===== src/rtl/core/shp_pkg.sv =====
// Shared types and constants for the 3x3 sharpen stream filter.
// Used by every module under rtl/core except shp_ram; depends on nothing else.
package shp_pkg;

	// Configuration port
	localparam int CFG_IDX_W  = 2;
	localparam int CFG_DATA_W = 16;
	localparam int IMG_W_BITS = 12;
	localparam int IMG_H_BITS = 16;

	localparam logic [CFG_IDX_W-1:0] REG_IMAGE_WIDTH  = 2'd0;
	localparam logic [CFG_IDX_W-1:0] REG_IMAGE_HEIGHT = 2'd1;

	localparam int RESET_WIDTH  = 640;
	localparam int RESET_HEIGHT = 480;

	// Input word kinds
	localparam logic OP_PIXEL = 1'b0;
	localparam logic OP_DRAIN = 1'b1;

	// Input row counter runs to height + 1 during the drain
	localparam int ROW_CNT_W = IMG_H_BITS + 1;

	// Job queue between the line stores and the output stage
	localparam int QDEPTH = 4;
	localparam int QPTR_W = $clog2(QDEPTH);
	localparam int QCNT_W = $clog2(QDEPTH + 1);

	// Packed pixel as held in the line stores: R in the low byte
	typedef struct packed {
		logic [7:0] a;
		logic [7:0] b;
		logic [7:0] g;
		logic [7:0] r;
	} pixel_t;

	typedef struct packed {
		logic [7:0] b;
		logic [7:0] g;
		logic [7:0] r;
	} rgb_t;

	// Position class of an output pixel
	typedef struct packed {
		logic top;
		logic bottom;
		logic left_e;
		logic right_e;
		logic last;
	} cls_t;

	// One filled slot leaving the front end
	typedef struct packed {
		logic   emit;
		cls_t   cls;
		pixel_t data;
	} slot_t;

	// Full neighborhood of one output pixel
	typedef struct packed {
		pixel_t center;
		rgb_t   up;
		rgb_t   down;
		rgb_t   lft;
		rgb_t   rgt;
		cls_t   cls;
	} job_t;

	// Emitting slots still inside the line store pipeline
	typedef struct packed {
		logic s1_emit;
		logic s2_emit;
	} flight_t;

	typedef struct packed {
		logic       operation;
		logic [7:0] red_in;
		logic [7:0] green_in;
		logic [7:0] blue_in;
		logic [7:0] alpha_in;
	} in_item_t;

	typedef struct packed {
		logic [7:0] red_out;
		logic [7:0] green_out;
		logic [7:0] blue_out;
		logic [7:0] alpha_out;
		logic       frame_end;
	} out_item_t;

endpackage


===== src/rtl/core/shp_queue.sv =====
// Short job queue between the line stores and the output stage.
// Depends on shp_pkg.
module shp_queue (
	input  logic                        clk,
	input  logic                        arst_n,
	input  logic                        wr_en,
	input  shp_pkg::job_t               wr_data,
	input  logic                        rd_en,
	output shp_pkg::job_t               rd_data,
	output logic                        rd_valid,
	output logic [shp_pkg::QCNT_W-1:0]  count
);

	shp_pkg::job_t                entry_q [shp_pkg::QDEPTH];
	logic [shp_pkg::QPTR_W-1:0]   wptr_q;
	logic [shp_pkg::QPTR_W-1:0]   rptr_q;
	logic [shp_pkg::QCNT_W-1:0]   count_q;

	assign rd_data  = entry_q[rptr_q];
	assign rd_valid = (count_q != '0);
	assign count    = count_q;

	// Entry storage
	always_ff @(posedge clk) begin
		if (wr_en) begin
			entry_q[wptr_q] <= wr_data;
		end
	end

	// Pointers and fill count
	always_ff @(posedge clk or negedge arst_n) begin
		if (!arst_n) begin
			wptr_q  <= '0;
			rptr_q  <= '0;
			count_q <= '0;
		end else begin
			if (wr_en) begin
				wptr_q <= wptr_q + shp_pkg::QPTR_W'(1);
			end
			if (rd_en) begin
				rptr_q <= rptr_q + shp_pkg::QPTR_W'(1);
			end
			case ({wr_en, rd_en})
				2'b10:   count_q <= count_q + shp_pkg::QCNT_W'(1);
				2'b01:   count_q <= count_q - shp_pkg::QCNT_W'(1);
				default: count_q <= count_q;
			endcase
		end
	end

endmodule


===== config.mk =====
export PLATFORM = sky130hd
export DESIGN_NAME = shp_queue
export DESIGN_NICKNAME = d
export VERILOG_FILES = /design/src/rtl/core/shp_pkg.sv /design/src/rtl/core/shp_queue.sv
export SDC_FILE = /design/constraint.sdc
export NUM_CORES = 1
export LEC_CHECK = 0
export BUFFER_PORTS_ARGS = -buffer_cell sky130_fd_sc_hd__clkbuf_2
export CORE_ASPECT_RATIO = 0.75
export CORE_UTILIZATION = 45
export CTS_CLUSTER_DIAMETER = 100
export DETAILED_ROUTE_END_ITERATION = 10
export GPL_TIMING_DRIVEN = 0
export PLACE_DENSITY = 0.68
export RECOVER_POWER = 50
export SETUP_SLACK_MARGIN = 0.5
export SYNTH_ARGS = -nofsm -noshare
export SYNTH_HDL_FRONTEND = slang
export SYNTH_SLANG_ARGS = --single-unit

===== constraint.sdc =====
create_clock -name clk -period 8.9 [get_ports clk]
set_input_delay 0.445 -clock clk [delete_from_list [all_inputs] [get_ports clk]]
set_output_delay 0.445 -clock clk [all_outputs]
set_load 0.05 [all_outputs]

* After elaboration in Yosys (flattened, before gate mapping)
Memory sizes are Yosys's and may differ from the RTL's.
Cells that the tools add are included.
** Storage, ports and cells
- Memories kept :: 1
- Output and inout bits :: 137
- Input bits :: 137
- Memory bits (writable) :: 532
- Register bits after elaboration :: 7
** Cells by class
- Add/subtract/negate cells :: 4
- Multiplexer cells :: 3
- Reductions and logical operators :: 2
- Equality and inequality tests :: 2
** Memory list
- entry_q :: depth 4, width 133, rd ports 1, clocked after memory_dff 0, write ports 1, RTL line shp_queue.sv:14 : shp_pkg::job_t entry_q [shp_pkg::QDEPTH];
** Operator list (number)
- $pmux W3 S2 :: 1
- $add A2 B1 Y2 const B :: 2
- $add A3 B1 Y3 const B :: 1
- $reduce_bool A3 Y1 :: 1
- $sub A3 B1 Y3 const B :: 1
- $eq A2 B1 Y1 const B :: 1
- $eq A2 B2 Y1 const B :: 1
- $mux W1 :: 2
- $reduce_bool A2 Y1 :: 1

* Logic depth before layout (Yosys ltp)
Gate-level depths: netlist of run 1.
- Word-level depth :: 2
- Depth in mapped cells :: 7
- Mapped depth without buffers :: 7

* Worst setup path after synthesis of run 1
Ideal clock, no wire load.
- Path kind :: reg-to-reg
- Start point :: register wptr_q[0] (netlist name)
- End point :: memory entry_q[0][0] (netlist name) (enable)
- Path buffers :: 0
- Arrival :: 3.670 ns
- Library setup time :: 0.508 ns
- Setup slack :: 4.722 ns
- Required time :: 8.392 ns
- Cell stages (with the launch flop) :: 4
- Cell sequence :: dfrtp_1 > inv_1 > ha_1 > and2_1
** RTL lines
- from (decl) :: RTL line shp_queue.sv:15 : logic [shp_pkg::QPTR_W-1:0] wptr_q;
- from (signal assigned) :: RTL line shp_queue.sv:38 : wptr_q <= wptr_q + shp_pkg::QPTR_W'(1);
- to (decl) :: RTL line shp_queue.sv:14
Straight into the memory's write port.

==> results of run 1 <==
==> area by class of cell <==
cell class | instances | area [um^2] | share of cell area [%]
Buffer | 30 | 174 | 0.748
Multi-Input combinational cell | 155 | 3190 | 13.7
Clock buffer | 70 | 1410 | 6.07
Clock inverter | 20 | 153 | 0.657
Timing Repair Buffer | 282 | 1430 | 6.14
Sequential cell | 539 | 16200 | 69.5
Inverter | 6 | 22.5 | 0.0969
Tap cell | 569 | 712 | 3.06
==> report_power, final <==
part / switching, mW / total (mW) / internal [mW]
registers: 0.0927 / 3.41 / 3.32
logic: 2.52 / 3.54 / 1.02
clock network: 0.871 / 2.03 / 1.16
total: 3.48 / 8.99 / 5.50
==> timing repair <==
action                                 4_1_cts  5_1_grt
hold buffers                                 1        0
gates resized for setup                      0        0
endpoints found under the hold margin        7        0
==> cells by family (layout without fill, tap and decap cells) <==
family                     Yosys count  count (layout)
AOI/OAI and AO/OA                    1               1
xor gates and xnor gates             6               6
adders and majority gates            6               6
DFF                                539             539
and+or+nand+nor                      8               8
buffers and inverters               36             408
muxes                              134             134
==> per-layer routing <==
metal / up-vias / routed length, um
met5: - / 0
met4: 0 / 676
met3: 62 / 2420
met2: 241 / 18200
met1: 4618 / 15700
li1: 3842 / -
==> final timing paths <==
| check | endpoint | slack, ns | startpoint |
|---|---|---|---|
| setup / recovery | rd_data[124] | 4.94 | rptr_q[0]$_DFFE_PN0P_ |
| hold / removal | rptr_q[0]$_DFFE_PN0P_ | 0.14 | rd_en |
| setup reg to reg | entry_q[3][65]$_DFFE_PP_ | 5.29 | wptr_q[0]$_DFFE_PN0P_ |
| hold reg to reg | count[2]$_DFFE_PN0P_ | 0.52 | count[2]$_DFFE_PN0P_ |
| max in group asynchronous | wptr_q[1]$_DFFE_PN0P_ | 8.27 | arst_n |
| min in group asynchronous | count[1]$_DFFE_PN0P_ | 0.33 | arst_n |
==> Yosys cell counts (all sizes together) <==
cell type,count,area (um^2)
and2,4,25.0
buf,24,166
clkbuf,6,22.5
dfrtp,7,175
edfxtp,532,16000
fa,1,20.0
ha,5,62.6
inv,6,22.5
mux2i,1,10.0
mux4,133,3000
nand2,2,7.51
nor2,1,3.75
o21ai,1,5.00
or3,1,6.26
xnor2,2,17.5
xor2,4,35.0
==> state kept, by name, summed over array words and instances, names as in the netlist <==
register / flops
wptr_q: 2
rptr_q: 2
count: 3
entry_q: 532
==> run_results.csv, run 1 <==
group,metric,value,unit
status,violations,"capacitance limit, slew limit",
global_route,use_met3,4.38,%
global_route,grt-ovfl-total,0,
global_route,grt_pass1_wl,55600,um
critical_path,crit_type,"register to output port",
min_path,min_path_cells,2,
global_route,track_usage,16.7,%
clock_network,cts.sinks,539,
timing,relSlewSlack,-113,%
synthesis,yosys.area_share.simple,0.218,%
cells_and_area,drive_above_1_share,33.4,%
detailed_routing,ant_nets,0,
detailed_routing,via_count,8763,
timing,tns,0,ns
detailed_routing,drt_wl_total,37000,um
global_route,first_global_vias,9158,
global_route,grt_use_met2,27.1,%
synthesis,yosys_warnings,0,
timing,hold_viol_final,0,
cells_and_area,layout_common_cells,"edfxtp_1, clkbuf_1, clkbuf_2",
clock_network,clk_pin_slew,0.06,ns
clock_network,clockBufferDepth,3,
floorplanning,die_h,183,um
cells_and_area,nets,1208,
synthesis,ys_types,18,
cells_and_area,nFillCells,3278,
flow_run,cap_violations,3,
cells_and_area,area_delta_synth_final,18.9,%
synthesis,netlist_area,19600,um^2
placement,dp.cells,1580,
synthesis,synth-seq-cells,539,
placement,io_buffers,273,
floorplanning,io_pins,274,
cells_and_area,final_common_cell,"edfxtp_1",
power_and_ir_drop,p_total,8.99,mW
power_and_ir_drop,p_leak,7.63,nW
detailed_routing,dr.first_iter.drc_count,458,
placement,place.gp.congestion,0.707,
cells_and_area,finalInstanceArea,23200,um^2
detailed_routing,dr.pass1.iters,4,
floorplanning,core-area,42500,um^2
floorplanning,dieArea,44300,um^2
timing,min_period,3.96,ns
critical_path,crit_cells,5,
timing,tightestPinTransition,3.20,ns
synthesis,yosysSeqAreaShare,82.6,%
timing,max_freq,253,MHz
status,status,"finished with violations",
global_route,busiest_layer,"met2",
timing,grt_setup_unrepaired,"false",
synthesis,synth_cells,730,
critical_path,cp.required,8.46,ns
critical_path,reg2reg_depth,3,
clock_network,root_buffer,"clkbuf_16",
detailed_routing,wl_per_cell,22.1,um
critical_path,cpLargestDelayFamily,"buffers and inverters",
timing,finalCritPeriodShare,44.4,%
global_route,antenna_found_initial,4,
floorplanning,row_count,65,
critical_path,critPathBufInv,4,
timing,skew,0.0153,ns
synthesis,synth_top_family_by_area,"multiplexers",
global_route,use_met1,22.9,%
timing,final.setup.worst_slack,4.94,ns
power_and_ir_drop,powerDensity,387,nW/um^2
critical_path,arrival,3.51,ns
timing,slew_violations,84,
global_route,grt_max_degree,57,
placement,dpl_cell_area,21900,um^2
clock_network,htree_num_levels,2,
clock_network,cts_tree,"built",
clock_network,numCtsBuffers,51,
critical_path,critPathMaxFanout,10,
cells_and_area,finish.utilization,54.7,%
timing,holdWs,0.137,ns
min_path,hold_path.class,"input pin to register",
detailed_routing,post-route-drc-count,0,
synthesis,syn_nets,873,
critical_path,worstSetupStartpointType,"register",
critical_path,cp_common_cell,"clkbuf_1",
synthesis,synth_area_per_cell,26.8,um^2
clock_network,cts_setup_buffers,0,
floorplanning,die_w,243,um
detailed_routing,via_per_inst,5.24,
placement,post-place-ws,6.47,ns
critical_path,end_kind,"output port",
cells_and_area,fin_cells,1671,
synthesis,synth_compound_area_share,0.0256,%
critical_path,worst_path_largest_cell_delay,0.84,ns
critical_path,cp_cell_sequence,"buf_6 > clkbuf_1 > clkbuf_1 > mux4_2 > clkbuf_2",
clock_network,clkLatencyLatePin,0.56,ns
power_and_ir_drop,ir_worst_vdd,274,uV
synthesis,synthMuxAreaShare,15.4,%
critical_path,slowest_stage,"clkbuf_1",
synthesis,synth_xor_area_share,0.269,%
placement,dp_hpwl,23000,um
timing,finalSetupViolCount,0,
floorplanning,initial_core_util,46.1,%
synthesis,synth_fa_ha_area_share,0.422,%
cells_and_area,diodes,0,
Note: power is estimated with default switching activity, not from simulation.
==> run 2: changes to the inputs <==
- clock period: 8.9 -> 3.7 ns (I/O delays scaled with it)
==> run 2 against run 1 <==
Effect of this change:
- the run still ends with capacitance limit, slew limit left
- sequential share of layout area shrank 3.9 points
- die area unchanged
- critical endpoint is now entry_q[3][90]$_DFFE_PP_
- via count increased by 6.0%
- first-iteration DRC count is 25% higher
- combinational power up 150%
- power up 140%
- clock skew about the same
==> run_results.csv, run 2 (synthesis gave the netlist of run 1 again) <==
group,metric,value,unit
status,status,"finished with violations",
status,violations,"capacitance limit, slew limit",
placement,place.gp.congestion,0.715,
clock_network,htree_num_levels,2,
clock_network,clk_pin_slew,0.06,ns
critical_path,reg2reg_depth,4,
clock_network,cts_tree,"built",
cells_and_area,largest_reg_flops,532,
global_route,antenna_found_initial,1,
critical_path,cp.required,3.92,ns
clock_network,numCtsBuffers,50,
clock_network,clkLatencyLatePin,0.56,ns
clock_network,root_buffer,"clkbuf_16",
global_route,grt_max_degree,55,
placement,dpl_cell_area,21900,um^2
cells_and_area,regMostFlops,"entry_q",
power_and_ir_drop,powerDensity,882,nW/um^2
timing,skew,0.0155,ns
detailed_routing,dr.pass1.iters,4,
flow_run,cap_violations,2,
global_route,first_global_vias,9949,
detailed_routing,via_count,9291,
critical_path,cpLargestDelayFamily,"buffers and inverters",
clock_network,clockBufferDepth,3,
power_and_ir_drop,p_leak,8.22,nW
floorplanning,row_count,65,
cells_and_area,nets,1345,
placement,dp_hpwl,23800,um
cells_and_area,layout_common_cells,"edfxtp_1, clkbuf_1, dlygate4sd3_1, clkbuf_2, mux4_2",
cells_and_area,fin_cells,1806,
cells_and_area,final_common_cell,"edfxtp_1",
cells_and_area,drive_above_1_share,30.2,%
cells_and_area,diodes,0,
cells_and_area,area_delta_synth_final,25.9,%
global_route,track_usage,17.6,%
placement,dp.cells,1582,
critical_path,slowest_stage,"clkbuf_2",
critical_path,timing.rr.end,"entry_q[3][90]$_DFFE_PP_",
detailed_routing,via_per_inst,5.14,
cells_and_area,finalInstanceArea,24600,um^2
clock_network,cts.sinks,539,
clock_network,cts_setup_buffers,0,
critical_path,worstSetupStartpointType,"register",
timing,grt_setup_unrepaired,"false",
critical_path,worst_path_largest_cell_delay,1.27,ns
floorplanning,core-area,42500,um^2
critical_path,cp_cell_sequence,"ha_1 > and2_0 > clkbuf_2 > buf_16",
critical_path,critPathBufInv,2,
detailed_routing,drt_wl_total,38300,um
critical_path,crit_type,"register to register",
timing,tightestPinTransition,1.70,ns
min_path,hold_path.class,"input pin to register",
floorplanning,die_w,243,um
critical_path,r2r-start,"wptr_q[0]$_DFFE_PN0P_",
floorplanning,initial_core_util,46.1,%
floorplanning,dieArea,44300,um^2
min_path,min_from,"rd_en",
timing,slew_violations,75,
detailed_routing,wl_per_cell,21.2,um
critical_path,arrival,3.22,ns
timing,max_freq,334,MHz
min_path,worst_hold_path.endpoint,"rptr_q[0]$_DFFE_PN0P_",
detailed_routing,dr.first_iter.drc_count,574,
timing,finalCritPeriodShare,80.9,%
detailed_routing,ant_nets,0,
global_route,grt-ovfl-total,0,
floorplanning,io_pins,274,
timing,min_period,2.99,ns
detailed_routing,post-route-drc-count,0,
power_and_ir_drop,p_total,21.7,mW
timing,hold_viol_final,0,
floorplanning,die_h,183,um
timing,relSlewSlack,-13.7,%
power_and_ir_drop,ir_worst_vdd,631,uV
placement,io_buffers,273,
critical_path,end_kind,"register",
timing,finalSetupViolCount,0,
min_path,min_path_cells,3,
global_route,grt_pass1_wl,58800,um
critical_path,rrSetupSlack,0.71,ns
critical_path,critPathMaxFanout,52,
-- run 2: where the power goes --
part	leakage, nW	total [mW]	internal [mW]	switching, mW
Combinational	2.49	8.68	2.57	6.11
Sequential	4.97	8.20	7.98	0.225
Clock	0.762	4.83	2.76	2.07
Total	8.22	21.7	13.3	8.40
-- run 2: through the flow --
stage / setup TNS [ns] / hold WS [ns] / setup slack (ns) / util, %
after floorplan: 0 / -0.111 / 1.00 / -
after global placement: -158.83 / 0.0298 / -0.359 / 51.0
after detailed placement: 0 / 0.0357 / 1.55 / 51.6
after CTS: 0 / 0.343 / 0.917 / 58.5
after global routing: 0 / 0.368 / 0.534 / 58.0
final: 0 / 0.401 / 0.706 / 58.0
-- run 2: how the worst max path moves through the flow --
stage	from	to	slack [ns]	cells past startpoint
after floorplan	wptr_q[0]$_DFFE_PN0P_	entry_q[2][0]$_DFFE_PP_	1.00	3
after global placement	wptr_q[1]$_DFFE_PN0P_	entry_q[1][86]$_DFFE_PP_	-0.36	3
after detailed placement	rptr_q[1]$_DFFE_PN0P_	rd_data[115]	1.55	5
after CTS	rptr_q[1]$_DFFE_PN0P_	rd_data[115]	0.92	5
after global routing	wptr_q[0]$_DFFE_PN0P_	entry_q[3][100]$_DFFE_PP_	0.53	4
final	wptr_q[0]$_DFFE_PN0P_	entry_q[3][90]$_DFFE_PP_	0.71	4
-- run 2: layer usage --
metal  GRT usage (%)  up-vias  wire length (um)
li1                -     4112                 -
met1            23.5     4835             15700
met2            29.2      292             19200
met3            4.57       50              2870
met4            3.92        2               561
met5               0        -                13
-- run 2: what timing repair did --
item / 4_1_cts / 5_1_grt
gates resized for setup: 0 / 0
endpoints found under the hold margin: 543 / 0
hold buffers: 137 / 0
-- run 2: worst min-delay path, stage by stage --
cell	delay (ns)
dlygate4sd3_1	0.53
clkbuf_2	0.15
xor2_1	0.07
-- run 2: layout make-up --
type                    count  area (um^2)
repair buffers            420         2800
inverters                   6         22.5
clock inverters            24          206
multi-input cells         155         3190
flip-flops and latches    539        16200
plain buffers              30          188
well taps                 569          712
clock buffers              63         1340
fillers                  3172        17800
==> run 3: changes to the inputs <==
- ABC_AREA: not set -> 1
- PLACE_DENSITY: 0.68 -> 0.7
- clock period: 3.7 -> 2.7 ns (I/O delays scaled with it)
==> run 3 against run 2 <==
Effect of this change:
- the flow now finishes without violations
- power is 82% higher
- sequential power is 38% higher
- maximum frequency is 24% higher
- synthesized cell count is 120% higher
- die area is 9.3% higher
- highest routed layer unchanged
==> run_results.csv, run 3 <==
group,metric,value,unit
timing,slew_violations,0,
cells_and_area,area_delta_synth_final,36.2,%
power_and_ir_drop,power_switching,16.7,mW
cells_and_area,nets,2246,
power_and_ir_drop,p_comb_share,54.0,%
floorplanning,die_h,191,um
synthesis,synth_area_per_cell,13.4,um^2
critical_path,cp_common_cell,"buf_12",
synthesis,yosys.area_share.simple,7.27,%
critical_path,cp_cell_sequence,"ha_1 > nand2_1 > clkinvlp_2 > buf_12 > buf_12",
critical_path,arrival,2.73,ns
clock_network,clk_pin_slew,0.06,ns
critical_path,reg2reg_depth,5,
global_route,grt_pass1_wl,80800,um
timing,tns,0,ns
power_and_ir_drop,p_clk_share,17.4,%
placement,dp_hpwl,32400,um
placement,io_buffers,272,
clock_network,cts_tree,"built",
clock_network,htree_num_levels,2,
global_route,use_met1,28.5,%
power_and_ir_drop,p_seq_share,28.6,%
clock_network,cts.sinks,539,
detailed_routing,via_per_inst,5.10,
min_path,worst_hold_path.endpoint,"entry_q[1][98]$_DFFE_PP_",
clock_network,clockBufferDepth,3,
cells_and_area,drive_above_1_share,17.6,%
synthesis,synth_fa_ha_area_share,0.386,%
global_route,grt_max_degree,37,
power_and_ir_drop,p_int,22.7,mW
synthesis,ys_types,18,
detailed_routing,post-route-drc-count,0,
cells_and_area,largest_reg_flops,532,
cells_and_area,finish.utilization,62.7,%
power_and_ir_drop,p_leak,11.4,nW
global_route,busiest_layer,"met2",
timing,skew,0.0226,ns
synthesis,synth_common_cells,"edfxtp_1, nand2_1, inv_1",
timing,min_period,2.41,ns
placement,dpl_cell_area,23900,um^2
synthesis,yosys_most_used_dff,"edfxtp_1",
min_path,min_from,"wr_data[98]",
global_route,grt-ovfl-total,0,
timing,finalCritPeriodShare,89.1,%
global_route,track_usage,22.2,%
critical_path,cpLargestDelayFamily,"buffers and inverters",
timing,tightestPinTransition,0.785,ns
synthesis,yosysSeqAreaShare,75.5,%
floorplanning,die_w,254,um
critical_path,timing.rr.end,"entry_q[3][76]$_DFFE_PP_",
synthesis,synth_top_family_by_area,"compound AO/OA/AOI/OAI gates",
critical_path,critPathMaxFanout,31,
global_route,first_global_vias,14200,
timing,finalSetupViolCount,0,
synthesis,synth_compound_area_share,9.38,%
timing,grt_setup_unrepaired,"true",
critical_path,worstSetupStartpointType,"register",
timing,hold_viol_final,0,
placement,place.gp.congestion,0.788,
synthesis,synth_xor_area_share,0.164,%
placement,post-place-ws,0.319,ns
synthesis,synthArstFlopShare,1.30,%
critical_path,rrSetupSlack,0.29,ns
cells_and_area,nFillCells,3348,
synthesis,synth_most_common_cell,"edfxtp_1",
clock_network,root_buffer,"clkbuf_16",
flow_run,cap_violations,0,
cells_and_area,regMostFlops,"entry_q",
floorplanning,io_pins,274,
status,status,"complete, no violations",
floorplanning,dieArea,48400,um^2
placement,dp.cells,2517,
synthesis,synth_cells,1599,
floorplanning,core-area,46500,um^2
synthesis,yosysTopAreaCellShare,74.7,%
critical_path,slowest_stage,"clkinvlp_2",
min_path,min_path_cells,2,
detailed_routing,drt_wl_total,56500,um
min_path,hold_path.class,"input pin to register",
synthesis,syn_nets,1742,
floorplanning,row_count,68,
cells_and_area,finalInstanceArea,29100,um^2
detailed_routing,dr.first_iter.drc_count,973,
cells_and_area,fin_cells,2781,
detailed_routing,via_count,14200,
global_route,grt_use_met2,37.7,%
synthesis,yosysTopAreaCell,"edfxtp_1",
clock_network,clkLatencyLatePin,0.60,ns
cells_and_area,final_common_cell,"edfxtp_1",
synthesis,synth-seq-cells,539,
synthesis,yosys_warnings,0,
critical_path,crit_type,"register to register",
synthesis,ys_top_cells_by_area,"edfxtp_1, o211ai_1, nand2_1, inv_1, buf_2",
power_and_ir_drop,powerDensity,1350,nW/um^2
global_route,antenna_found_initial,8,
timing,holdWs,0.342,ns
cells_and_area,layout_common_cells,"edfxtp_1, nand2_1, inv_1",
floorplanning,initial_core_util,46.0,%
power_and_ir_drop,netSwitchingFraction,42.4,%
clock_network,numCtsBuffers,51,
power_and_ir_drop,p_total,39.4,mW
timing,final.setup.worst_slack,0.294,ns
detailed_routing,wl_per_cell,20.3,um
synthesis,synthMuxAreaShare,0,%
detailed_routing,dr.pass1.iters,4,
critical_path,critPathBufInv,3,
global_route,use_met3,5.43,%
synthesis,netlist_area,21400,um^2
critical_path,cp.required,3.02,ns
synthesis,synth_edf_count,532,
detailed_routing,ant_nets,0,
critical_path,r2r-start,"wptr_q[0]$_DFFE_PN0P_",
timing,relSlewSlack,47.4,%
critical_path,worst_path_largest_cell_delay,0.67,ns
power_and_ir_drop,ir_worst_vdd,988,uV
critical_path,end_kind,"register",
timing,max_freq,416,MHz
==> run 3: cell count changes after synthesis, moves of 13 or more <==
cell / before / now
o211ai_1: 0 / 266
nand2_1: 2 / 410
inv_1: 6 / 279
mux4_2: 133 / 0
buf_2: 16 / 56
buf_4: 1 / 14
==> run 3: how the worst max path moves through the flow <==
stage / cells past startpoint / to / slack [ns] / startpoint
floorplan: 4 / entry_q[0][0]$_DFFE_PP_ / -0.35 / wptr_q[0]$_DFFE_PN0P_
global placement: 3 / entry_q[3][67]$_DFFE_PP_ / -2.07 / wptr_q[0]$_DFFE_PN0P_
detailed placement: 6 / entry_q[0][63]$_DFFE_PP_ / 0.32 / wptr_q[0]$_DFFE_PN0P_
CTS: 7 / rd_data[131] / 0.41 / rptr_q[0]$_DFFE_PN0P_
global route: 5 / entry_q[3][76]$_DFFE_PP_ / 0.21 / wptr_q[0]$_DFFE_PN0P_
finish: 5 / entry_q[3][76]$_DFFE_PP_ / 0.29 / wptr_q[0]$_DFFE_PN0P_
==> run 3: power groups by stage <==
stage / combinational [mW] / sequential, mW / clock [mW]
2_1_floorplan: 10.8 / 11.6 / 0
4_1_cts: 19.1 / 11.3 / 6.95
3_5_place_dp: 15.6 / 11.4 / 0
6_report: 21.3 / 11.3 / 6.87
5_1_grt: 22.3 / 11.4 / 7.28
3_3_place_gp: 15.1 / 11.6 / 0
==> run 3: cells by family (layout without fill, tap and decap cells) <==
kind of cell / count (synthesis) / count (layout)
flops: 539 / 539
simple gates: 413 / 413
buf+inv: 369 / 915
compound gates: 268 / 268
fa+ha+maj: 6 / 6
xor+xnor: 4 / 4
other cells: 0 / 6
==> run 3: timing repair <==
action / 4_1_cts / 5_1_grt
setup endpoints to repair: 204 / 186
pin swaps: 47 / 189
cloned: 4 / 18
setup buffers: 4 / 0
hold buffers: 137 / 0
gates resized for setup: 367 / 219
endpoints found under the hold margin: 544 / 0
==> run 3: routing by layer <==
metal | up-vias | share of wire, %
met3 | 81 | 7.8
met5 | - | 0.019
li1 | 6635 | -
met1 | 6969 | 41
met4 | 2 | 1.8
met2 | 507 | 49
==> run 3: layout make-up <==
type	count	area, um^2	area share, %
antenna	6	15.0	0.0516
timing repair buffer	448	4680	16.1
tap	630	788	2.71
multi-input combinational	691	3800	13.1
inverter	280	1070	3.67
sequential	539	16200	55.5
timing repair inverter	3	17.5	0.0601
buffer	89	1030	3.54
clock inverter	33	251	0.864
clock buffer	62	1320	4.52
